**config.mk**
```make
export PLATFORM = sky130hd
export DESIGN_NAME = anagram_window_search
export DESIGN_NICKNAME = d
export VERILOG_FILES = /design/src/aws_pkg.sv /design/src/aws_front.sv /design/src/aws_queue.sv /design/src/aws_back.sv /design/src/anagram_window_search.sv
export SDC_FILE = /design/constraint.sdc
export NUM_CORES = 2
export LEC_CHECK = 0
export ABC_AREA = 1
export BUFFER_PORTS_ARGS = -buffer_cell sky130_fd_sc_hd__buf_2
export CAP_MARGIN = 10
export CORE_AREA = 2 2 779 393
export CTS_BUF_LIST = sky130_fd_sc_hd__clkbuf_16
export DETAILED_ROUTE_END_ITERATION = 7
export DIE_AREA = 0 0 781 395
export SYNTH_ARGS = -nofsm -noshare
export SYNTH_HDL_FRONTEND = slang
export SYNTH_SLANG_ARGS = --single-unit
```
**constraint.sdc**
```tcl
create_clock -name clock -period 14.1 [get_ports clock]
set_clock_uncertainty 0.15 [all_clocks]
set_input_delay 0 -clock clock [delete_from_list [all_inputs] [get_ports clock]]
set_output_delay 0 -clock clock [all_outputs]
set_load 0.03 [all_outputs]
```
**src/aws_pkg.sv**
```systemverilog
package aws_pkg;

   localparam int PATTERN_MAX_DEF   = 64;
   localparam int ALPHABET_DEF      = 256;
   localparam int POSITION_BITS_DEF = 16;

   localparam int SYMBOL_W = 8;
   localparam int ACTION_W = 2;
   localparam int STATUS_W = 2;

   localparam int QUEUE_DEPTH = 4;

   typedef enum logic [ACTION_W-1:0] {
      ACT_NEW     = 2'd0,
      ACT_PATTERN = 2'd1,
      ACT_TEXT    = 2'd2,
      ACT_END     = 2'd3
   } action_type;

   typedef enum logic [STATUS_W-1:0] {
      ST_MATCH    = 2'd0,
      ST_NO_MATCH = 2'd1,
      ST_OVERFLOW = 2'd2
   } status_type;

   typedef struct packed {
      action_type            op;
      logic [SYMBOL_W-1:0]   sym;
   } item_type;

endpackage

```
**src/aws_front.sv**
```systemverilog
module aws_front #(
   parameter int ALPHABET = aws_pkg::ALPHABET_DEF
) (
   input  logic                          in_valid,
   input  logic                          in_ready,
   input  logic [aws_pkg::ACTION_W-1:0]  in_action,
   input  logic [aws_pkg::SYMBOL_W-1:0]  in_symbol,
   output logic                          push,
   output aws_pkg::item_type             item
);

   localparam logic [aws_pkg::SYMBOL_W:0] SYM_LIMIT = (aws_pkg::SYMBOL_W + 1)'(ALPHABET);

   aws_pkg::action_type op;
   logic                in_range;
   logic                keep;

   assign op       = aws_pkg::action_type'(in_action);
   assign in_range = {1'b0, in_symbol} < SYM_LIMIT;

   // pattern and text symbols outside the alphabet leave no trace, so they never reach the queue
   always_comb begin
      case (op)
         aws_pkg::ACT_NEW:     keep = 1'b1;
         aws_pkg::ACT_END:     keep = 1'b1;
         aws_pkg::ACT_PATTERN: keep = in_range;
         aws_pkg::ACT_TEXT:    keep = in_range;
         default:              keep = 1'b0;
      endcase
   end

   assign push     = in_valid && in_ready && keep;
   assign item.op  = op;
   assign item.sym = in_symbol;

endmodule

```
**src/aws_queue.sv**
```systemverilog
module aws_queue (
   input  logic              clock,
   input  logic              reset,
   input  logic              push,
   input  aws_pkg::item_type push_item,
   output logic              full,
   input  logic              pop,
   output logic              head_valid,
   output aws_pkg::item_type head_item
);

   localparam int PTR_W = $clog2(aws_pkg::QUEUE_DEPTH);
   localparam int CNT_W = $clog2(aws_pkg::QUEUE_DEPTH + 1);
   localparam logic [CNT_W-1:0] CNT_FULL = CNT_W'(aws_pkg::QUEUE_DEPTH);

   aws_pkg::item_type slots [aws_pkg::QUEUE_DEPTH];

   logic [PTR_W-1:0] wr_ptr_ff, wr_ptr_in;
   logic [PTR_W-1:0] rd_ptr_ff, rd_ptr_in;
   logic [CNT_W-1:0] count_ff, count_in;

   assign full       = count_ff == CNT_FULL;
   assign head_valid = count_ff != '0;
   assign head_item  = slots[rd_ptr_ff];

   always_comb begin
      wr_ptr_in = push ? wr_ptr_ff + 1'b1 : wr_ptr_ff;
      rd_ptr_in = pop ? rd_ptr_ff + 1'b1 : rd_ptr_ff;
      count_in  = count_ff + CNT_W'(push) - CNT_W'(pop);
   end

   always_ff @(posedge clock) begin
      if (reset) begin
         wr_ptr_ff <= '0;
         rd_ptr_ff <= '0;
         count_ff  <= '0;
      end else begin
         wr_ptr_ff <= wr_ptr_in;
         rd_ptr_ff <= rd_ptr_in;
         count_ff  <= count_in;
      end
   end

   always_ff @(posedge clock) begin
      if (push) begin
         slots[wr_ptr_ff] <= push_item;
      end
   end

endmodule

```
**src/aws_back.sv**
```systemverilog
module aws_back #(
   parameter int PATTERN_MAX   = aws_pkg::PATTERN_MAX_DEF,
   parameter int ALPHABET      = aws_pkg::ALPHABET_DEF,
   parameter int POSITION_BITS = aws_pkg::POSITION_BITS_DEF
) (
   input  logic                       clock,
   input  logic                       reset,
   input  logic                       head_valid,
   input  aws_pkg::item_type          head_item,
   output logic                       pop,
   input  logic                       rsp_ready,
   output logic                       rsp_valid,
   output aws_pkg::status_type        rsp_status,
   output logic [POSITION_BITS-1:0]   rsp_position
);

   localparam int ADDR_W = $clog2(ALPHABET);
   localparam int PL_W   = $clog2(PATTERN_MAX + 1);
   localparam int SLOT_W = (PATTERN_MAX > 1) ? $clog2(PATTERN_MAX) : 1;
   localparam int HIST_W = PL_W + 1;
   localparam int TC_W   = POSITION_BITS + 1;
   localparam int CMP_W  = (TC_W > PL_W) ? TC_W : PL_W;

   localparam logic [PL_W-1:0]   PL_MAX    = PL_W'(PATTERN_MAX);
   localparam logic [PL_W:0]     PM_EXT    = (PL_W + 1)'(PATTERN_MAX);
   localparam logic [SLOT_W-1:0] SLOT_LAST = SLOT_W'(PATTERN_MAX - 1);
   localparam logic [TC_W-1:0]   TC_LIMIT  = {1'b1, {POSITION_BITS{1'b0}}};

   typedef enum logic [1:0] {
      W_PAT_INC,
      W_TXT_DEC,
      W_TXT_INC
   } wop_type;

   // histogram and window line
   logic [HIST_W-1:0] hist_mem [ALPHABET];
   logic [ALPHABET-1:0] hvalid_ff;
   logic [HIST_W-1:0] hist_rd_ff;
   logic              hvalid_rd_ff;
   logic              byp_ff;
   logic [HIST_W-1:0] byp_data_ff;

   logic [ADDR_W-1:0] dl_mem [PATTERN_MAX];
   logic [ADDR_W-1:0] dl_rd_ff;

   // search state
   logic [PL_W-1:0]          pl_ff, pl_in;
   logic [TC_W-1:0]          tc_ff, tc_in;
   logic [SLOT_W-1:0]        ws_ff, ws_in;
   logic [PL_W-1:0]          missing_ff, missing_in;
   logic                     reported_ff, reported_in;
   logic                     overflow_ff, overflow_in;
   logic                     phase_ff, phase_in;
   logic [POSITION_BITS-1:0] leave_pos_ff, leave_pos_in;

   // update stage
   logic                     w_valid_ff, w_valid_in;
   wop_type                  w_op_ff, w_op_in;
   logic [ADDR_W-1:0]        w_addr_ff, w_addr_in;
   logic                     w_check_ff, w_check_in;
   logic [POSITION_BITS-1:0] w_pos_ff, w_pos_in;

   // result register
   logic                     rsp_valid_ff, rsp_valid_in;
   aws_pkg::status_type      rsp_status_ff, rsp_status_in;
   logic [POSITION_BITS-1:0] rsp_pos_ff, rsp_pos_in;

   logic              advance;
   logic [HIST_W-1:0] w_cur;
   logic [HIST_W-1:0] w_new;
   logic [PL_W-1:0]   miss_w;
   logic              w_match;
   logic              rep_fwd;

   logic [ADDR_W-1:0]        sym_a;
   logic [TC_W-1:0]          tc_plus;
   logic [CMP_W-1:0]         pos_full;
   logic                     leave;
   logic                     after_ge;
   logic [PL_W:0]            ws_ext;
   logic [PL_W:0]            pl_ext1;
   logic [PL_W:0]            ls_full;
   logic [SLOT_W-1:0]        leave_slot;

   logic                     clear;
   logic                     issue;
   logic                     dl_we;
   logic                     r_res;
   logic                     r_report;
   aws_pkg::status_type      r_status;

   assign advance = !(rsp_valid_ff && !rsp_ready);

   // update stage: one read-modify-write result per cycle while the result register is not stalled
   always_comb begin
      w_cur  = byp_ff ? byp_data_ff : (hvalid_rd_ff ? hist_rd_ff : '0);
      w_new  = w_cur + 1'b1;
      miss_w = missing_ff;
      if (w_valid_ff) begin
         case (w_op_ff)
            W_PAT_INC: begin
               w_new  = w_cur + 1'b1;
               miss_w = missing_ff + 1'b1;
            end
            W_TXT_DEC: begin
               w_new = w_cur - 1'b1;
               if (!w_new[HIST_W-1] && missing_ff != '0) begin
                  miss_w = missing_ff - 1'b1;
               end
            end
            W_TXT_INC: begin
               w_new = w_cur + 1'b1;
               if (!w_new[HIST_W-1] && w_new != '0) begin
                  miss_w = missing_ff + 1'b1;
               end
            end
            default: begin
               w_new  = w_cur;
               miss_w = missing_ff;
            end
         endcase
      end
   end

   assign w_match = w_valid_ff && w_check_ff && miss_w == '0;
   assign rep_fwd = reported_ff || w_match;

   // issue stage helpers
   assign sym_a    = head_item.sym[ADDR_W-1:0];
   assign tc_plus  = tc_ff + 1'b1;
   assign leave    = CMP_W'(tc_ff) >= CMP_W'(pl_ff);
   assign after_ge = CMP_W'(tc_plus) >= CMP_W'(pl_ff);
   assign pos_full = CMP_W'(tc_plus) - CMP_W'(pl_ff);
   assign ws_ext   = (PL_W + 1)'(ws_ff);
   assign pl_ext1  = (PL_W + 1)'(pl_ff);
   assign ls_full  = (ws_ext >= pl_ext1) ? ws_ext - pl_ext1 : ws_ext + PM_EXT - pl_ext1;
   assign leave_slot = ls_full[SLOT_W-1:0];

   assign pop = advance && !phase_ff && head_valid;

   always_comb begin
      pl_in        = pl_ff;
      tc_in        = tc_ff;
      ws_in        = ws_ff;
      overflow_in  = overflow_ff;
      phase_in     = phase_ff;
      leave_pos_in = leave_pos_ff;
      clear        = 1'b0;
      issue        = 1'b0;
      w_op_in      = W_PAT_INC;
      w_addr_in    = sym_a;
      w_check_in   = 1'b0;
      w_pos_in     = '0;
      dl_we        = 1'b0;
      r_res        = 1'b0;
      r_report     = 1'b0;
      r_status     = aws_pkg::ST_MATCH;
      if (advance) begin
         if (phase_ff) begin
            // leaving byte of the window
            issue        = 1'b1;
            w_op_in      = W_TXT_INC;
            w_addr_in    = dl_rd_ff;
            w_check_in   = 1'b1;
            w_pos_in     = leave_pos_ff;
            phase_in     = 1'b0;
         end else if (head_valid) begin
            case (head_item.op)
               aws_pkg::ACT_NEW: begin
                  clear = 1'b1;
               end
               aws_pkg::ACT_PATTERN: begin
                  if (tc_ff == '0 && !overflow_ff) begin
                     if (pl_ff >= PL_MAX) begin
                        overflow_in = 1'b1;
                     end else begin
                        issue = 1'b1;
                        pl_in = pl_ff + 1'b1;
                     end
                  end
               end
               aws_pkg::ACT_TEXT: begin
                  if (!rep_fwd && !overflow_ff) begin
                     if (pl_ff == '0) begin
                        r_res    = 1'b1;
                        r_report = 1'b1;
                     end else if (tc_ff >= TC_LIMIT) begin
                        overflow_in = 1'b1;
                     end else begin
                        issue   = 1'b1;
                        w_op_in = W_TXT_DEC;
                        dl_we   = 1'b1;
                        tc_in   = tc_plus;
                        ws_in   = (ws_ff == SLOT_LAST) ? '0 : ws_ff + 1'b1;
                        if (leave) begin
                           phase_in     = 1'b1;
                           leave_pos_in = pos_full[POSITION_BITS-1:0];
                        end else begin
                           w_check_in = after_ge;
                           w_pos_in   = pos_full[POSITION_BITS-1:0];
                        end
                     end
                  end
               end
               aws_pkg::ACT_END: begin
                  if (!rep_fwd) begin
                     r_res = 1'b1;
                     if (overflow_ff) begin
                        r_status = aws_pkg::ST_OVERFLOW;
                     end else if (pl_ff == '0) begin
                        r_report = 1'b1;
                     end else begin
                        r_status = aws_pkg::ST_NO_MATCH;
                     end
                  end
               end
               default: begin
                  clear = 1'b0;
               end
            endcase
         end
      end
   end

   always_comb begin
      w_valid_in  = advance ? issue : w_valid_ff;
      missing_in  = clear ? '0 : (advance ? miss_w : missing_ff);
      reported_in = reported_ff;
      if (clear) begin
         reported_in = 1'b0;
      end else if (advance && (w_match || r_report)) begin
         reported_in = 1'b1;
      end
      rsp_valid_in  = rsp_valid_ff;
      rsp_status_in = rsp_status_ff;
      rsp_pos_in    = rsp_pos_ff;
      if (advance) begin
         rsp_valid_in = w_match || r_res;
         if (w_match) begin
            rsp_status_in = aws_pkg::ST_MATCH;
            rsp_pos_in    = w_pos_ff;
         end else begin
            rsp_status_in = r_status;
            rsp_pos_in    = '0;
         end
      end
   end

   always_ff @(posedge clock) begin
      if (reset) begin
         pl_ff        <= '0;
         tc_ff        <= '0;
         ws_ff        <= '0;
         missing_ff   <= '0;
         reported_ff  <= 1'b0;
         overflow_ff  <= 1'b0;
         phase_ff     <= 1'b0;
         w_valid_ff   <= 1'b0;
         rsp_valid_ff <= 1'b0;
      end else begin
         if (clear) begin
            pl_ff       <= '0;
            tc_ff       <= '0;
            ws_ff       <= '0;
            overflow_ff <= 1'b0;
         end else begin
            pl_ff       <= pl_in;
            tc_ff       <= tc_in;
            ws_ff       <= ws_in;
            overflow_ff <= overflow_in;
         end
         missing_ff   <= missing_in;
         reported_ff  <= reported_in;
         phase_ff     <= phase_in;
         w_valid_ff   <= w_valid_in;
         rsp_valid_ff <= rsp_valid_in;
      end
   end

   always_ff @(posedge clock) begin
      leave_pos_ff  <= leave_pos_in;
      rsp_status_ff <= rsp_status_in;
      rsp_pos_ff    <= rsp_pos_in;
      if (advance && issue) begin
         w_op_ff    <= w_op_in;
         w_addr_ff  <= w_addr_in;
         w_check_ff <= w_check_in;
         w_pos_ff   <= w_pos_in;
      end
   end

   // histogram: one read and one write port
   always_ff @(posedge clock) begin
      if (advance && w_valid_ff) begin
         hist_mem[w_addr_ff] <= w_new;
      end
      if (advance && issue) begin
         hist_rd_ff  <= hist_mem[w_addr_in];
         byp_ff      <= w_valid_ff && w_addr_ff == w_addr_in;
         byp_data_ff <= w_new;
      end
   end

   always_ff @(posedge clock) begin
      if (reset || clear) begin
         hvalid_ff <= '0;
      end else if (advance && w_valid_ff) begin
         hvalid_ff[w_addr_ff] <= 1'b1;
      end
   end

   always_ff @(posedge clock) begin
      if (reset) begin
         hvalid_rd_ff <= 1'b0;
      end else if (advance && issue) begin
         hvalid_rd_ff <= hvalid_ff[w_addr_in];
      end
   end

   // window delay line
   always_ff @(posedge clock) begin
      if (dl_we) begin
         dl_mem[ws_ff] <= sym_a;
         dl_rd_ff      <= dl_mem[leave_slot];
      end
   end

   assign rsp_valid    = rsp_valid_ff;
   assign rsp_status   = rsp_status_ff;
   assign rsp_position = rsp_pos_ff;

endmodule

```
**src/anagram_window_search.sv**
```systemverilog
// path: an end item answers via the queue and the result register; a text byte that
// completes a match passes the update stage as well (for the leaving byte when full)
// throughput: new-search, pattern and end items 1 per cycle, text bytes 1 per cycle until
// the window is full, unless the response stalls; after that each text byte holds the next
// item for the leaving byte's second read-modify-write on the single histogram write port
// reset: synchronous, clears all control state and the histogram valid bits at once
module anagram_window_search #(
   parameter int PATTERN_MAX   = aws_pkg::PATTERN_MAX_DEF,
   parameter int ALPHABET      = aws_pkg::ALPHABET_DEF,
   parameter int POSITION_BITS = aws_pkg::POSITION_BITS_DEF,
   localparam int RSP_DATA_W   = ((POSITION_BITS + 7) / 8) * 8
) (
   input  logic                          clock,
   input  logic                          reset,
   input  logic                          req_tvalid,
   output logic                          req_tready,
   input  logic [aws_pkg::SYMBOL_W-1:0]  req_tdata,   // symbol
   input  logic [aws_pkg::ACTION_W-1:0]  req_tuser,   // action
   output logic                          rsp_tvalid,
   input  logic                          rsp_tready,
   output logic [RSP_DATA_W-1:0]         rsp_tdata,   // position
   output logic [aws_pkg::STATUS_W-1:0]  rsp_tuser    // status
);

   aws_pkg::item_type   push_item;
   aws_pkg::item_type   head_item;
   aws_pkg::status_type status;
   logic                push;
   logic                full;
   logic                pop;
   logic                head_valid;
   logic [POSITION_BITS-1:0] position;

   assign req_tready = !full;

   aws_front #(
      .ALPHABET (ALPHABET)
   ) u_front (
      .in_valid  (req_tvalid),
      .in_ready  (req_tready),
      .in_action (req_tuser),
      .in_symbol (req_tdata),
      .push      (push),
      .item      (push_item)
   );

   aws_queue u_queue (
      .clock      (clock),
      .reset      (reset),
      .push       (push),
      .push_item  (push_item),
      .full       (full),
      .pop        (pop),
      .head_valid (head_valid),
      .head_item  (head_item)
   );

   aws_back #(
      .PATTERN_MAX   (PATTERN_MAX),
      .ALPHABET      (ALPHABET),
      .POSITION_BITS (POSITION_BITS)
   ) u_back (
      .clock        (clock),
      .reset        (reset),
      .head_valid   (head_valid),
      .head_item    (head_item),
      .pop          (pop),
      .rsp_ready    (rsp_tready),
      .rsp_valid    (rsp_tvalid),
      .rsp_status   (status),
      .rsp_position (position)
   );

   assign rsp_tdata = RSP_DATA_W'(position);
   assign rsp_tuser = status;

endmodule

```
==> metrics <==
TritonCTS Buffers between 200 and 250; Post-synth EDFFs 2,686; Flop pwr share 0.352; run status finished clean; DR WL/cell 26.6 µm; largest net degree at the start of global routing between 200 and 250; CP arrival 8.58 ns; PnR Total Power between 30 and 40 mW; crit-path max FO roughly 190; synthesized cell area 120,000 µm²; # clock sinks roughly 3,000; min-delay worst type input port to flip-flop; RSZ-0062 raised after global routing no; Port Buffer Count 33; Worst Tran Pin Value about 1.4 ns; sequential share of the synthesized area 0.723; Peak VDD IR ~0.24 mV; CTS tree yes; GRT Util Overall 0.228; Initial Utilization 0.398; post-CTS sizing 0; DRC 0; Max-slew headroom 0.0942; Finish-stage setup viols 0; hpwl dp around 220 mm; CP max stage delay 0.83 ns; H-tree depth 4; # IOs 34; initial antenna violation count 21; Final Hold Viols 0; drt via density around 6.0; logic gate share of total power 0.441; f_max about 0.13 GHz; Synth Instances just under 10,000; most frequent cells in the layout edfxtp_1, nor2_1, o21ai_0, nand3_1, nand2_1; Core Rows between 100 and 150; CTS root buffer clkbuf_16; Via Count approximately 82,000; Power Dens Cells ~250 nW/µm²; Clk pwr share 0.207; Int Pwr ~18 mW; Die Span Y ~400 µm; drt pass-1 iters 5; first-pass GRT wire length approximately 530 mm; DP Worst Slack 6.56 ns; drt total wl around 360 mm; Netlist cell types 56; Synth Flop Type edfxtp_1; Horiz. Die Dim around 780 µm; Net Switching 14.7 mW; synthesis warning total 0; fraction of layout cells with a size suffix above 1 0.0630; Worst-Skew Late Latency about 0.93 ns; Worst-path clk slew approximately 0.070 ns; syn nets a little under 10,000; most common cell after layout, fill and taps aside edfxtp_1; Setup CP Type flip-flop to flip-flop; Final period util 0.565; vias in the first global route 75,800; final worst path period need 7.97 ns; crit path capture type flip-flop; Area after DPL ~120,000 µm²; DRT antenna net count 0; CTS max path bufs 4; CORE AREA 302,000 µm²; Pins Over Slew Limit 0; Worst EP required ~15 ns; gr ovfl total 0; setup ws final 6.13 ns; Syn Area/Cell approximately 12 µm²; switching share of power 0.446; internal reg-to-reg setup slack approximately 6 ns; P_leak roughly 42 nW; RD Place Congestion a little over 0.9; Slowest-stage cell, CP buf_4; FFs w/ async S/R, synth 0; crit start category flip-flop; Synth-to-Final Area Change 9.87%; Final #Nets approximately 9,500; CP cell instances inv_1, nand2_1, nand2_1, nand2_1, o21ai_4, buf_4, nand2_1, o21ai_4, buf_4, buf_12, buf_12, buf_4, o21ai_0, o22ai_1, o21ai_0, o221ai_1, nand3_1, nand3_1, nand3_1, nand2_1; max-cap check violation count 0; Crit path top cell by count nand2_1; number of DRC markers in iteration 0 approximately 12,000; register bit total from synthesis about 3,000; setup TNS 0 ns; die area 308,000 µm²; Post-Layout Inst Area 132,000 µm²
==> cells in the mapped netlist, drive strengths merged (16+ instances only) <==
library cell  count  share of area
edfxtp         2686           0.67
nor2           2234          0.071
o21ai          1441          0.060
clkbuf          560          0.017
nand3           382          0.016
nand2           374          0.012
o22ai           344          0.018
dfxtp           308          0.051
o221ai          283          0.021
o211ai          208          0.013
inv             195         0.0061
o21a            152         0.0095
buf             132         0.0057
a21oi            65         0.0027
mux2i            64         0.0053
o32ai            64         0.0047
xor2             41         0.0030
ha               37         0.0039
nand4            23         0.0013
nor3             16        0.00067
==> power by group through the flow <==
stage / Combinational (mW) / Clock, mW / Sequential [mW]
after detailed placement: 14.0 / 0 / 11.8
after global placement: 13.8 / 0 / 11.8
final: 14.5 / 6.80 / 11.6
after floorplan: 8.35 / 0 / 12.2
after CTS: 14.1 / 6.85 / 11.6
after global routing: 15.5 / 7.21 / 11.6
==> area by class of cell <==
cell class	count	area, µm²
inverter	205	817
clock inverter	202	1470
fill	27200	170000
tap	4060	5080
antenna	4	10.0
multi-input combinational	5816	30100
timing repair buffer	188	1560
sequential	2994	86800
clock buffer	247	6180
==> cells by family after synthesis <==
family          Yosys count  share of synthesized area
compound gates         2610                      0.132
xor+xnor                 44                    0.00321
fa+ha+maj                40                    0.00435
buf+inv                 897                     0.0295
flops                  2994                      0.723
mux                      64                    0.00533
simple gates           3058                      0.103
==> per-stage QoR <==
step | cells | utilization | hold slack (ns)
floorplan | 9707 | - | -0.0833
detailed placement | 13200 | 0.411 | 0.0701
global route | 13700 | 0.437 | 0.252
finish | 13700 | 0.437 | 0.253
CTS | 13700 | 0.437 | 0.201
global placement | 13200 | 0.411 | 0.0565
==> critical path: cells and delay by family (launching register included) <==
family	cells	cell delay, ns
flip-flops	1	0.54
AO/OA/AOI/OAI	6	1.16
buffers and inverters	6	3.68
AND/OR/NAND/NOR	8	1.66
==> flip-flops by register name (all words and copies together), names as in the netlist, 16 cells and up, named ones only <==
signal / flops
u_back.dl_mem: 512
u_back.w_pos_ff: 16
u_back.tc_ff: 17
u_queue.slots: 40
u_back.leave_pos_ff: 16
u_back.rsp_position: 16
u_back.hvalid_ff: 256
u_back.hist_mem: 2048
==> path summary, 6_finish.rpt <==
kind,from,end,cells after the start
worst max register to register,flip-flop,u_back.hist_rd_ff[4],20
worst min register to register,u_back.hvalid_ff[229],u_back.hvalid_ff[229],1
worst min-delay path,req_tdata[3],u_queue.slots[2][3],3
worst max-delay path,flip-flop,u_back.hist_rd_ff[4],20
==> per-layer routing <==
metal,part of all wire,global-route usage,up-vias
li1,-,-,35300
met1,0.46,0.370,41100
met2,0.38,0.287,4951
met3,0.15,0.0803,491
met4,0.017,0.0409,10
met5,0.00015,0,-
==> repair_timing <==
action | in CTS | in global routing
endpoints found under the hold margin | 138 | 0
hold buffers | 27 | 0
buffers inserted | 0 | 0
(Power assumes the default switching activity.)
